`src/hdl/sor_pkg.sv`:
```
// Shared constants, types and helper functions for the spiral order reader.
package sor_pkg;

  localparam int MAX_ROWS   = 8;
  localparam int MAX_COLS   = 8;
  localparam int DATA_WIDTH = 32;

  localparam int CELLS     = MAX_ROWS * MAX_COLS;
  localparam int ROW_W     = (MAX_ROWS > 1) ? $clog2(MAX_ROWS) : 1;
  localparam int COL_W     = (MAX_COLS > 1) ? $clog2(MAX_COLS) : 1;
  localparam int ADDR_W    = (CELLS > 1) ? $clog2(CELLS) : 1;
  localparam int CNT_W     = $clog2(CELLS + 1);
  localparam int MAX_DIM   = (MAX_ROWS > MAX_COLS) ? MAX_ROWS : MAX_COLS;
  localparam int DIM_W     = $clog2(MAX_DIM + 1);
  localparam int CFG_W     = 4;
  localparam int IO_W      = 32;
  localparam int PADDR_W   = 3;
  localparam int PDATA_W   = 32;
  localparam int JOB_DEPTH = 2;
  localparam int JPTR_W    = $clog2(JOB_DEPTH);
  localparam int JCNT_W    = $clog2(JOB_DEPTH + 1);

  localparam logic REG_ROW_COUNT = 1'b0;
  localparam logic REG_COL_COUNT = 1'b1;

  localparam logic [CFG_W-1:0] CFG_DIM_RESET = 4'd8;

  typedef logic [ROW_W-1:0]      row_t;
  typedef logic [COL_W-1:0]      col_t;
  typedef logic [ADDR_W-1:0]     addr_t;
  typedef logic [CNT_W-1:0]      cnt_t;
  typedef logic [DIM_W-1:0]      dim_t;
  typedef logic [DATA_WIDTH-1:0] data_t;
  typedef logic [IO_W-1:0]       io_t;

  typedef struct packed {
    dim_t rows;
    dim_t cols;
  } job_t;

  typedef struct packed {
    logic  en;
    addr_t addr;
    data_t data;
  } mem_wr_t;

  typedef struct packed {
    logic run;
  } back_stat_t;

  function automatic addr_t cell_addr(input row_t r, input col_t c);
    return ADDR_W'(int'(r) * MAX_COLS + int'(c));
  endfunction

  function automatic dim_t clamp_dim(input logic [CFG_W-1:0] v, input int maxv);
    dim_t res;
    if (v == '0) begin
      res = dim_t'(1);
    end else if (int'(v) > maxv) begin
      res = DIM_W'(maxv);
    end else begin
      res = DIM_W'(v);
    end
    return res;
  endfunction

endpackage

```
`src/hdl/sor_if.sv`:
```
// Stream interfaces for the element input channel and the spiral result channel.
interface sor_in_if import sor_pkg::*; ();
  logic                   valid;
  logic                   ready;
  logic signed [IO_W-1:0] element_value;

  modport source (output valid, output element_value, input ready);
  modport sink   (input valid, input element_value, output ready);
endinterface

interface sor_out_if import sor_pkg::*; ();
  logic                   valid;
  logic                   ready;
  logic signed [IO_W-1:0] out_value;
  logic                   is_last;

  modport source (output valid, output out_value, output is_last, input ready);
  modport sink   (input valid, input out_value, input is_last, output ready);
endinterface

```
`src/hdl/sor_front.sv`:
```
// Load front end: takes row-major elements, writes the store and queues a job per matrix.
module sor_front import sor_pkg::*; (
  input  logic    clk,
  input  logic    rst_n,
  input  logic    in_valid,
  output logic    in_ready,
  input  io_t     in_data,
  input  logic    hold,
  input  logic    cfg_wr,
  input  job_t    dims,
  output mem_wr_t mem_wr,
  output logic    job_push,
  output job_t    job_data
);

  row_t ld_row_r, ld_row_nxt;
  col_t ld_col_r, ld_col_nxt;
  logic accept;
  logic row_end;
  logic col_end;

  assign in_ready = !hold;
  assign accept   = in_valid && in_ready;
  assign row_end  = (ld_row_r == ROW_W'(dims.rows - 1'b1));
  assign col_end  = (ld_col_r == COL_W'(dims.cols - 1'b1));

  assign mem_wr.en   = accept;
  assign mem_wr.addr = cell_addr(ld_row_r, ld_col_r);
  assign mem_wr.data = DATA_WIDTH'($unsigned(in_data));

  assign job_push = accept && row_end && col_end;
  assign job_data = dims;

  always_comb begin
    ld_row_nxt = ld_row_r;
    ld_col_nxt = ld_col_r;
    if (cfg_wr) begin
      ld_row_nxt = '0;
      ld_col_nxt = '0;
    end else if (accept) begin
      if (col_end) begin
        ld_col_nxt = '0;
        ld_row_nxt = row_end ? '0 : ld_row_r + 1'b1;
      end else begin
        ld_col_nxt = ld_col_r + 1'b1;
      end
    end
  end

  always_ff @(posedge clk) begin
    if (!rst_n) begin
      ld_row_r <= '0;
      ld_col_r <= '0;
    end else begin
      ld_row_r <= ld_row_nxt;
      ld_col_r <= ld_col_nxt;
    end
  end

endmodule

```
`src/hdl/sor_job_fifo.sv`:
```
// Small job queue between the load front end and the spiral back end.
module sor_job_fifo import sor_pkg::*; (
  input  logic clk,
  input  logic rst_n,
  input  logic push,
  input  job_t push_data,
  output logic full,
  input  logic pop,
  output job_t pop_data,
  output logic empty
);

  job_t              q_r [JOB_DEPTH];
  logic [JPTR_W-1:0] wr_ptr_r;
  logic [JPTR_W-1:0] rd_ptr_r;
  logic [JCNT_W-1:0] cnt_r, cnt_nxt;
  logic              do_push;
  logic              do_pop;

  assign full     = (cnt_r == JCNT_W'(JOB_DEPTH));
  assign empty    = (cnt_r == '0);
  assign do_push  = push && !full;
  assign do_pop   = pop && !empty;
  assign pop_data = q_r[rd_ptr_r];

  always_comb begin
    cnt_nxt = cnt_r;
    if (do_push && !do_pop) begin
      cnt_nxt = cnt_r + 1'b1;
    end else if (do_pop && !do_push) begin
      cnt_nxt = cnt_r - 1'b1;
    end
  end

  always_ff @(posedge clk) begin
    if (!rst_n) begin
      wr_ptr_r <= '0;
      rd_ptr_r <= '0;
      cnt_r    <= '0;
    end else begin
      cnt_r <= cnt_nxt;
      if (do_push) begin
        wr_ptr_r <= wr_ptr_r + 1'b1;
      end
      if (do_pop) begin
        rd_ptr_r <= rd_ptr_r + 1'b1;
      end
    end
  end

  always_ff @(posedge clk) begin
    if (do_push) begin
      q_r[wr_ptr_r] <= push_data;
    end
  end

endmodule

```
`src/hdl/sor_back.sv`:
```
// Spiral back end: holds the matrix store, walks the spiral and drives the result stage.
module sor_back import sor_pkg::*; (
  input  logic       clk,
  input  logic       rst_n,
  input  mem_wr_t    mem_wr,
  input  logic       job_empty,
  input  job_t       job_data,
  output logic       job_pop,
  output back_stat_t stat,
  output logic       out_valid,
  input  logic       out_ready,
  output io_t        out_data,
  output logic       out_last
);

  typedef enum logic [1:0] {
    ST_IDLE = 2'b01,
    ST_RUN  = 2'b10
  } st_t;

  typedef enum logic [3:0] {
    DIR_RIGHT = 4'b0001,
    DIR_DOWN  = 4'b0010,
    DIR_LEFT  = 4'b0100,
    DIR_UP    = 4'b1000
  } dir_t;

  data_t mem [CELLS];
  data_t rd_data_r;

  st_t  st_r, st_nxt;
  dir_t dir_r, dir_nxt;
  row_t r_r, r_nxt, top_r, top_nxt, bot_r, bot_nxt;
  col_t c_r, c_nxt, lft_r, lft_nxt, rgt_r, rgt_nxt;
  cnt_t rem_r, rem_nxt;

  logic s1_valid_r, s1_valid_nxt;
  logic s1_last_r;
  logic out_valid_r, out_valid_nxt;
  logic out_last_r;
  io_t  out_data_r;
  logic s1_adv;
  logic issue;
  logic is_final;

  assign s1_adv   = s1_valid_r && (!out_valid_r || out_ready);
  assign issue    = (st_r == ST_RUN) && (!s1_valid_r || s1_adv);
  assign is_final = (rem_r == '0);
  assign job_pop  = (st_r == ST_IDLE) && !job_empty;
  assign stat.run = (st_r == ST_RUN);

  assign out_valid = out_valid_r;
  assign out_data  = out_data_r;
  assign out_last  = out_last_r;

  always_comb begin
    st_nxt  = st_r;
    dir_nxt = dir_r;
    r_nxt   = r_r;
    c_nxt   = c_r;
    top_nxt = top_r;
    bot_nxt = bot_r;
    lft_nxt = lft_r;
    rgt_nxt = rgt_r;
    rem_nxt = rem_r;
    case (st_r)
      ST_IDLE: begin
        if (job_pop) begin
          st_nxt  = ST_RUN;
          dir_nxt = DIR_RIGHT;
          r_nxt   = '0;
          c_nxt   = '0;
          top_nxt = '0;
          lft_nxt = '0;
          bot_nxt = ROW_W'(job_data.rows - 1'b1);
          rgt_nxt = COL_W'(job_data.cols - 1'b1);
          rem_nxt = CNT_W'(int'(job_data.rows) * int'(job_data.cols) - 1);
        end
      end
      ST_RUN: begin
        if (issue) begin
          rem_nxt = rem_r - 1'b1;
          if (is_final) begin
            st_nxt = ST_IDLE;
          end else begin
            case (dir_r)
              DIR_RIGHT: begin
                if (c_r == rgt_r) begin
                  dir_nxt = DIR_DOWN;
                  top_nxt = top_r + 1'b1;
                  r_nxt   = r_r + 1'b1;
                end else begin
                  c_nxt = c_r + 1'b1;
                end
              end
              DIR_DOWN: begin
                if (r_r == bot_r) begin
                  dir_nxt = DIR_LEFT;
                  rgt_nxt = rgt_r - 1'b1;
                  c_nxt   = c_r - 1'b1;
                end else begin
                  r_nxt = r_r + 1'b1;
                end
              end
              DIR_LEFT: begin
                if (c_r == lft_r) begin
                  dir_nxt = DIR_UP;
                  bot_nxt = bot_r - 1'b1;
                  r_nxt   = r_r - 1'b1;
                end else begin
                  c_nxt = c_r - 1'b1;
                end
              end
              DIR_UP: begin
                if (r_r == top_r) begin
                  dir_nxt = DIR_RIGHT;
                  lft_nxt = lft_r + 1'b1;
                  c_nxt   = c_r + 1'b1;
                end else begin
                  r_nxt = r_r - 1'b1;
                end
              end
              default: begin
                dir_nxt = DIR_RIGHT;
              end
            endcase
          end
        end
      end
      default: begin
        st_nxt = ST_IDLE;
      end
    endcase
  end

  always_comb begin
    s1_valid_nxt = s1_valid_r;
    if (issue) begin
      s1_valid_nxt = 1'b1;
    end else if (s1_adv) begin
      s1_valid_nxt = 1'b0;
    end
    out_valid_nxt = out_valid_r;
    if (s1_adv) begin
      out_valid_nxt = 1'b1;
    end else if (out_ready) begin
      out_valid_nxt = 1'b0;
    end
  end

  always_ff @(posedge clk) begin
    if (!rst_n) begin
      st_r        <= ST_IDLE;
      dir_r       <= DIR_RIGHT;
      s1_valid_r  <= 1'b0;
      out_valid_r <= 1'b0;
    end else begin
      st_r        <= st_nxt;
      dir_r       <= dir_nxt;
      s1_valid_r  <= s1_valid_nxt;
      out_valid_r <= out_valid_nxt;
    end
  end

  always_ff @(posedge clk) begin
    r_r   <= r_nxt;
    c_r   <= c_nxt;
    top_r <= top_nxt;
    bot_r <= bot_nxt;
    lft_r <= lft_nxt;
    rgt_r <= rgt_nxt;
    rem_r <= rem_nxt;
    if (issue) begin
      s1_last_r <= is_final;
    end
    if (s1_adv) begin
      out_data_r <= IO_W'(rd_data_r);
      out_last_r <= s1_last_r;
    end
  end

  always_ff @(posedge clk) begin
    if (mem_wr.en) begin
      mem[mem_wr.addr] <= mem_wr.data;
    end
  end

  always_ff @(posedge clk) begin
    if (issue) begin
      rd_data_r <= mem[cell_addr(r_r, c_r)];
    end
  end

endmodule

```
`src/hdl/spiral_order_reader.sv`:
```
// Spiral order reader top level: configuration registers, load front end, job queue, back end.
// Loading takes one element per cycle while the back end is idle and the job queue is empty.
// The last element of a matrix queues a job; the back end walks its spiral through the store
// read register and result register, streaming one result per cycle while out_ready holds.
// A new matrix is accepted once every store read of the previous spiral has issued.
// Synchronous active-low reset clears the load position, queue and walk state; sizes reset to 8.
module spiral_order_reader import sor_pkg::*; (
  input  logic                 clk,
  input  logic                 rst_n,
  sor_in_if.sink               in_chan,
  sor_out_if.source            out_chan,
  input  logic                 psel,
  input  logic                 penable,
  input  logic                 pwrite,
  input  logic [PADDR_W-1:0]   paddr,
  input  logic [PDATA_W-1:0]   pwdata,
  output logic [PDATA_W-1:0]   prdata,
  output logic                 pready
);

  logic [CFG_W-1:0] row_count_r;
  logic [CFG_W-1:0] col_count_r;
  logic             cfg_wr;
  logic             reg_sel;
  job_t             dims;
  mem_wr_t          mem_wr;
  logic             job_push;
  job_t             job_in;
  logic             job_full;
  logic             job_pop;
  job_t             job_out;
  logic             job_empty;
  back_stat_t       back_st;
  logic             front_hold;

  assign pready  = 1'b1;
  assign cfg_wr  = psel && penable && pwrite && pready;
  assign reg_sel = paddr[2];

  always_comb begin
    case (reg_sel)
      REG_ROW_COUNT: prdata = PDATA_W'(row_count_r);
      REG_COL_COUNT: prdata = PDATA_W'(col_count_r);
      default:       prdata = '0;
    endcase
  end

  always_ff @(posedge clk) begin
    if (!rst_n) begin
      row_count_r <= CFG_DIM_RESET;
      col_count_r <= CFG_DIM_RESET;
    end else if (cfg_wr) begin
      case (reg_sel)
        REG_ROW_COUNT: row_count_r <= pwdata[CFG_W-1:0];
        REG_COL_COUNT: col_count_r <= pwdata[CFG_W-1:0];
        default: ;
      endcase
    end
  end

  assign dims.rows  = clamp_dim(row_count_r, MAX_ROWS);
  assign dims.cols  = clamp_dim(col_count_r, MAX_COLS);
  assign front_hold = !job_empty || back_st.run;

  sor_front u_front (
    .clk      (clk),
    .rst_n    (rst_n),
    .in_valid (in_chan.valid),
    .in_ready (in_chan.ready),
    .in_data  (in_chan.element_value),
    .hold     (front_hold),
    .cfg_wr   (cfg_wr),
    .dims     (dims),
    .mem_wr   (mem_wr),
    .job_push (job_push),
    .job_data (job_in)
  );

  sor_job_fifo u_job_fifo (
    .clk       (clk),
    .rst_n     (rst_n),
    .push      (job_push),
    .push_data (job_in),
    .full      (job_full),
    .pop       (job_pop),
    .pop_data  (job_out),
    .empty     (job_empty)
  );

  sor_back u_back (
    .clk       (clk),
    .rst_n     (rst_n),
    .mem_wr    (mem_wr),
    .job_empty (job_empty),
    .job_data  (job_out),
    .job_pop   (job_pop),
    .stat      (back_st),
    .out_valid (out_chan.valid),
    .out_ready (out_chan.ready),
    .out_data  (out_chan.out_value),
    .out_last  (out_chan.is_last)
  );

  a_no_job_overflow: assert property (@(posedge clk) disable iff (!rst_n)
    job_push |-> !job_full)
    else $error("job queue overflow");

  a_stall_after_matrix: assert property (@(posedge clk) disable iff (!rst_n)
    job_push |=> !in_chan.ready)
    else $error("input accepted before spiral drained");

  a_no_load_while_walking: assert property (@(posedge clk) disable iff (!rst_n)
    back_st.run |-> !(in_chan.valid && in_chan.ready))
    else $error("store written during spiral walk");

endmodule

```
`src/flat_wrapper.sv`:
```
// flat-port wrapper written by rule: the top's interface ports become plain ports
module spiral_order_reader_flat import sor_pkg::*;
  (clk, rst_n, psel, penable, pwrite, paddr, pwdata, prdata, pready, in_chan_valid, in_chan_element_value, in_chan_ready, out_chan_valid, out_chan_out_value, out_chan_is_last, out_chan_ready);
  sor_in_if in_chan_i ();
  sor_out_if out_chan_i ();
  input  logic clk;
  input  logic rst_n;
  input  logic psel;
  input  logic penable;
  input  logic pwrite;
  input  logic [PADDR_W-1:0] paddr;
  input  logic [PDATA_W-1:0] pwdata;
  output logic [PDATA_W-1:0] prdata;
  output logic pready;
  input wire logic [$bits(in_chan_i.valid)-1:0] in_chan_valid;
  input wire logic [$bits(in_chan_i.element_value)-1:0] in_chan_element_value;
  output wire logic [$bits(in_chan_i.ready)-1:0] in_chan_ready;
  output wire logic [$bits(out_chan_i.valid)-1:0] out_chan_valid;
  output wire logic [$bits(out_chan_i.out_value)-1:0] out_chan_out_value;
  output wire logic [$bits(out_chan_i.is_last)-1:0] out_chan_is_last;
  input wire logic [$bits(out_chan_i.ready)-1:0] out_chan_ready;
  assign in_chan_i.valid = in_chan_valid;
  assign in_chan_i.element_value = in_chan_element_value;
  assign in_chan_ready = in_chan_i.ready;
  assign out_chan_valid = out_chan_i.valid;
  assign out_chan_out_value = out_chan_i.out_value;
  assign out_chan_is_last = out_chan_i.is_last;
  assign out_chan_i.ready = out_chan_ready;
  spiral_order_reader u_core (.clk(clk), .rst_n(rst_n), .in_chan(in_chan_i), .out_chan(out_chan_i), .psel(psel), .penable(penable), .pwrite(pwrite), .paddr(paddr), .pwdata(pwdata), .prdata(prdata), .pready(pready));
endmodule
```
`config.mk`:
```
export PLATFORM = sky130hd
export DESIGN_NAME = spiral_order_reader_flat
export DESIGN_NICKNAME = d
export VERILOG_FILES = /design/src/hdl/sor_pkg.sv /design/src/hdl/sor_if.sv /design/src/hdl/sor_front.sv /design/src/hdl/sor_job_fifo.sv /design/src/hdl/sor_back.sv /design/src/hdl/spiral_order_reader.sv /design/src/flat_wrapper.sv
export SDC_FILE = /design/constraint.sdc
export NUM_CORES = 2
export LEC_CHECK = 0
export BUFFER_PORTS_ARGS = -buffer_cell sky130_fd_sc_hd__buf_2
export CORE_UTILIZATION = 50
export DETAILED_ROUTE_END_ITERATION = 6
export GPL_TIMING_DRIVEN = 0
export PLACE_DENSITY = 0.66
export SLEW_MARGIN = 40
export SYNTH_ARGS = -nofsm -noshare
export SYNTH_HDL_FRONTEND = slang
export SYNTH_SLANG_ARGS = --single-unit
```
`constraint.sdc`:
```
create_clock -name clk -period 4.35 [get_ports clk]
set_clock_uncertainty 0.15 [all_clocks]
set_input_delay 0.2175 -clock clk [delete_from_list [all_inputs] [get_ports clk]]
set_output_delay 0.2175 -clock clk [all_outputs]
set_load 0.05 [all_outputs]
```
* After elaboration in Yosys (flattened, before gate mapping)
Memory sizes are Yosys's and may differ from the RTL's. A register that Yosys moved wholly into a read port is not among the register bits.
Index checks and enable logic that the tools add are counted.
Widths: inputs -> output; s select.
** Storage, ports and cells
- Register bits :: 85
- Bits in writable memories :: 2064
- Output and inout port bits :: 68
- Word-level logic and storage cells :: 201
- Memories kept :: 2
** Memories
- u_core.u_back.mem :: words 64, bits a word 32, rd ports 1, clocked after Yosys merged registers in 1, write ports 1, RTL line sor_back.sv:28 : data_t mem [CELLS];
- u_core.u_job_fifo.q_r :: words 2, bits a word 8, rd ports 1, clocked after Yosys merged registers in 1, write ports 1, RTL line sor_job_fifo.sv:13 : job_t q_r [JOB_DEPTH];
** Operators by class
- Add/subtract/negate cells :: 22
- Multipliers :: 1
- Magnitude comparators :: 2
- Eq/ne operators :: 34
- Muxes and demuxes :: 74
- Bitwise logic cells :: 2
- Reduce and logical (&&, ||, !) cells :: 43
** Operators with widths (number)
- $mux 3 :: 33
- $pmux 32 s2 :: 1
- $mux 4 :: 11
- $pmux 3 s2 :: 6
- $ne 3x3->1 const B :: 8
- $pmux 3 s4 :: 2
- $reduce_and 6->1 :: 4
- $sub 3x1->3 const B :: 8
- $ne 2x2->1 const B :: 11
- $add 3x1->3 const B :: 6
- $eq 3x3->1 :: 6
- $reduce_and 9->1 :: 2
- $pmux 4 s4 :: 1
- $mux 7 :: 2
- $pmux 7 s2 :: 1
- $sub 7x1->7 const B :: 2
- $add 6x3->6 :: 2
- $logic_and 1x1->1 :: 12
- $mux 1 :: 10
- $mux 2 :: 5
- $gt 4x4->1 const B :: 2
- $logic_not 4->1 :: 2
- $pmux 4 s2 :: 1
- $reduce_and 8->1 :: 1
- other kinds (22) :: 39

* Depth between registers and ports, before layout
- Depth after elaboration :: 12
- Mapped depth :: 16
- Mapped depth without buffers :: 14

* Modules after synthesis
From an unflattened synthesis, not the netlist that was laid out.
** Second synthesis, totals
- Cells, all modules :: 3831
- Area, all modules :: 84539.8 um^2
** Modules (own cells, without submodules)
- sor_back :: times used 1, cells an instance 3613, area each 82312.7 um^2, sequential area each 64391.8 um^2
- sor_job_fifo :: times used 1, cells an instance 51, area each 803.3 um^2, sequential area each 580.6 um^2
- sor_front :: times used 1, cells an instance 88, area each 753.2 um^2, sequential area each 120.1 um^2
- spiral_order_reader :: times used 1, cells an instance 79, area each 670.6 um^2, sequential area each 160.2 um^2

* Worst setup path before layout
OpenSTA, ideal clock, no wires.
- Path kind :: reg2reg
- Start :: register u_core.u_back.out_valid_r (netlist: u_core.u_back.out_valid)
- End :: register u_core.u_back.r_r[0] (enable)
- Arrival time :: 3526 ps
- Path slack :: 314 ps
- Stages on the path, launching flop included :: 6
- Buffers on the path :: 0
- Cell sequence :: dfxtp_1 nor2b_1 a21oi_1 a21oi_1 o21bai_1 a311oi_1
** Between the ends
- Longest elaborated chain between the ends :: 7
** RTL lines
- from (decl) :: RTL line sor_back.sv:39 : logic out_valid_r, out_valid_nxt;
- from (signal assigned) :: RTL line sor_back.sv:161 : out_valid_r <= out_valid_nxt;
- $logic_not 1->1 :: RTL line sor_back.sv:46 : assign s1_adv = s1_valid_r && (!out_valid_r || out_ready);
- $logic_or 1x1->1 :: RTL line sor_back.sv:46
- $logic_and 1x1->1 :: RTL line sor_back.sv:46
- $logic_or 1x1->1 :: RTL line sor_back.sv:47 : assign issue = (st_r == ST_RUN) && (!s1_valid_r || s1_adv);
- $logic_and 1x1->1 :: RTL line sor_back.sv:47
- net u_core.u_back.issue :: RTL line sor_back.sv:43 : logic issue;
- $ne 2x2->1 (no source line)
- $reduce_and 9->1 (no source line)
- to (signal assigned) :: RTL line sor_back.sv:166 : r_r <= r_nxt;
- to (decl) :: RTL line sor_back.sv:33 : row_t r_r, r_nxt, top_r, top_nxt, bot_r, bot_nxt;
The timed path passes the listed nets, and every way through them passes these cells.
A chain may end at the register's enable or synchronous reset.

==> impl_metrics.tcl <==
set metrics [dict create \
    cp_num_buf_inv 5 \
    worst_pin_slew_ns 0.984 \
    syn-cell-area_sq_um 84200 \
    layout_commonest_cell "edfxtp_1" \
    power_density_nw_per_um2 553 \
    drive_gt1_share_pct 28.6 \
    postPlaceCellArea_sq_um 91300 \
    die_area_sq_um 170000 \
    fin_nets 4454 \
    path_clk_slew_ns 0.06 \
    synth.avg_cell_area_sq_um 22.1 \
    fillerInstances 11700 \
    path_class "reg2reg" \
    numCtsBuffers 214 \
    cts-root-buf "clkbuf_16" \
    grt_overflow 0 \
    dieHeight_microns 412 \
    hold_viol 0 \
    path_delay_family "adder cells" \
    fmax_mhz 250 \
    min_path_type "in2reg" \
    grt_max_degree 65 \
    slowest_stage "fa_1" \
    ys_ff_latch 2182 \
    drt-initial-drc-count 6198 \
    maxSlewHeadroom_pct 34.4 \
    critPathRequiredTime_ns 4.76 \
    clock_latency_ns 0.86 \
    coreArea_sq_um 167000 \
    final_area_sq_um 98900 \
    mostFrequentLayoutCells "edfxtp_1, mux4_2, clkbuf_16, mux2i_1, clkbuf_1" \
    grt_pass1_vias 41700 \
    rows 150 \
    synth_ff_type "edfxtp_1" \
    wl_per_cell_microns 34.1 \
    regArea_sq_um 65300 \
    yosys_warnings 0 \
    finalSetupTns_ns 0 \
    antenna_found_initial 25 \
    drc 0 \
    postLayoutCoreUtil_pct 59.1 \
    ys_async_sr_fraction_pct 0 \
    cts_tree "yes" \
    area_growth_pct 17.4 \
    leakage_uw 0.0315 \
    status "complete, no violations" \
    multi_input_area_sq_um 18200 \
    endpoint_kind "flip-flop" \
    initial_utilization_pct 50.4 \
    critPathMaxFanout 19 \
    synthCells 3817 \
    cp-start-kind "flip-flop" \
    h-tree-depth 4 \
    viasPerCell 6.36 \
    cp_cell_sequence "clkbuf_1 -> buf_2 -> a32oi_1 -> ha_1 -> inv_1 -> fa_1 -> inv_1 -> fa_1 -> inv_1 -> ha_1 -> o21ai_0 -> o21bai_1 -> a21oi_1 -> xnor2_1 -> o21ai_0" \
    postCtsSetupBuffers 0 \
    dp_hpwl_mm 154 \
    drv_slew 0 \
    ant_nets 0 \
    critPathMaxStageDelay_ns 0.47 \
    gp_congestion 0.950 \
    finalCritPeriodShare_pct 92.1 \
    vdd_drop_max_v 0.000516 \
    grt_pass1_wl_mm 320 \
    synth-edff-count 2155 \
    yosysUniqueCellTypes 56 \
    ys_seq_area_share_pct 77.5 \
    crit_arrival_ns 4.42 \
    cts_max_path_buffers 3 \
    die_w_microns 412 \
    cts_sinks 2182 \
    finalCriticalPeriod_ns 4.00 \
    via_count 42800 \
    rsz0062_at_grt "no" \
    fin_ws_ns 0.345 \
    wl_mm 230 \
    dp_slack_ns -0.0611 \
    grt.total_usage_pct 27.3 \
    finalSetupViolations 0 \
    portBuffers 82 \
    whs_ns 0.0502 \
    cp_common_cell "inv_1" \
    io_pins 142 \
    cap_violations 0 \
    first_pass_iters 6 \
]
-- cell families (layout without fill, tap and decap cells) --
| logic type | Yosys count | after routing | share of synthesized area [%] |
|---|---|---|---|
| buffers and inverters | 263 | 947 | 1.67 |
| other | 2 | 32 | 0.00892 |
| multiplexers | 657 | 657 | 15.4 |
| AND/OR/NAND/NOR | 322 | 322 | 1.82 |
| flip-flops | 2182 | 2182 | 77.5 |
| adder cells (fa/ha/maj) | 29 | 29 | 0.493 |
| XOR/XNOR | 45 | 45 | 0.468 |
| AO/OA/AOI/OAI | 317 | 317 | 2.66 |
-- cell type report --
cell class / instances / area share (%)
antenna: 3 / 0.00759
multi-input combinational: 1399 / 18.5
inverter: 27 / 0.103
timing repair buffer: 292 / 4.33
tap: 2204 / 2.79
clock buffer: 264 / 5.61
clock inverter: 129 / 1.36
buffer: 235 / 1.34
sequential: 2182 / 66.0
-- path summary, 6_finish.rpt --
kind / to / slack (ns) / start / cells after the start
worst min-delay path: u_core.row_count_r[0]$_SDFFE_PN0P_ / 0.05 / pwdata[0] / 4
worst max register to register: u_core.u_back.rem_r[6]$_DFFE_PP_ / 0.35 / flip-flop / 15
worst max-delay path: u_core.u_back.rem_r[6]$_DFFE_PP_ / 0.35 / flip-flop / 15
worst min register to register: u_core.u_back.out_last$_DFFE_PP_ / 0.25 / u_core.u_back.s1_last_r$_DFFE_PP_ / 0
-- metrics by stage --
stage	power (uW)	cells
2_1_floorplan	31600	3844
4_1_cts	54800	6728
3_5_place_dp	36700	6283
5_1_grt	56200	6732
6_report	54700	6735
3_3_place_gp	36500	6130
-- per-layer routing --
layer,GRT usage [%],vias up,part of all wire [%]
met1,38.2,22600,38
met3,6.94,441,11
met4,11.0,16,4.3
met2,41.5,2630,46
met5,0,-,0.045
li1,-,17100,-
-- timing repair --
action,CTS,global route
endpoints found under the setup margin,1,2
hold buffers,52,0
endpoints found under the hold margin,2075,0
gates resized for setup,1,0
-- cell usage after synthesis (4+ instances only) --
cell type | count | area (sq um)
edfxtp_1 | 2155 | 64700
mux4_2 | 512 | 11500
mux2i_1 | 141 | 1410
nor2_1 | 126 | 473
clkbuf_1 | 81 | 304
o22ai_1 | 73 | 457
buf_4 | 65 | 488
buf_2 | 64 | 320
nand2_1 | 60 | 225
a22oi_1 | 51 | 383
a211oi_1 | 39 | 293
nor2b_1 | 33 | 206
a21oi_1 | 31 | 155
xor2_1 | 30 | 263
o21ai_1 | 28 | 140
dfxtp_1 | 27 | 541
inv_1 | 27 | 101
nor3_1 | 26 | 130
ha_1 | 22 | 275
a221oi_1 | 21 | 184
o211a_1 | 21 | 210
o21ai_0 | 18 | 90.1
xnor2_1 | 15 | 131
nand3_1 | 14 | 70.1
nand4_1 | 14 | 87.6
buf_1 | 13 | 48.8
buf_6 | 13 | 146
nand2b_1 | 13 | 81.3
a32oi_1 | 11 | 96.3
and2_1 | 7 | 43.8
fa_1 | 7 | 140
nand3b_1 | 6 | 45.0
a32o_1 | 5 | 50.1
or3_1 | 5 | 31.3
mux2_2 | 4 | 45.0
o21bai_1 | 4 | 30.0
o221a_1 | 4 | 45.0
or2_2 | 4 | 25.0
-- state kept, by name, indices dropped and copies added, names as in the netlist, 2 cells and up, named ones only --
| signal | flops |
|---|---|
| u_core.u_back.mem | 2048 |
| u_core.u_back.out_data | 32 |
| u_core.u_back.rd_data_r | 32 |
| u_core.u_job_fifo.q_r | 16 |
| u_core.u_back.rem_r | 7 |
| u_core.col_count_r | 4 |
| u_core.row_count_r | 4 |
| u_core.u_back.dir_r | 4 |
| u_core.u_back.bot_r | 3 |
| u_core.u_back.c_r | 3 |
| u_core.u_back.lft_r | 3 |
| u_core.u_back.r_r | 3 |
| u_core.u_back.rgt_r | 3 |
| u_core.u_back.top_r | 3 |
| u_core.u_front.ld_col_r | 3 |
| u_core.u_front.ld_row_r | 3 |
| u_core.u_back.st_r | 2 |
| u_core.u_job_fifo.cnt_r | 2 |
-- where the power goes --
group / internal [uW] / leakage [uW] / switching, uW
logic: 4760 / 0.00860 / 8010
clock network: 10200 / 0.00335 / 8030
registers: 23600 / 0.0196 / 152
total: 38500 / 0.0315 / 16200
-- worst register-to-register path: cells and delay by family, from the launching register on --
| family | cells | cell delay (ns) |
|---|---|---|
| compound gates | 5 | 0.72 |
| xor+xnor | 1 | 0.13 |
| fa+ha+maj | 4 | 1.56 |
| buf+inv | 5 | 0.86 |
| flops | 1 | 0.31 |
Note: power is estimated with default switching activity, not from simulation.
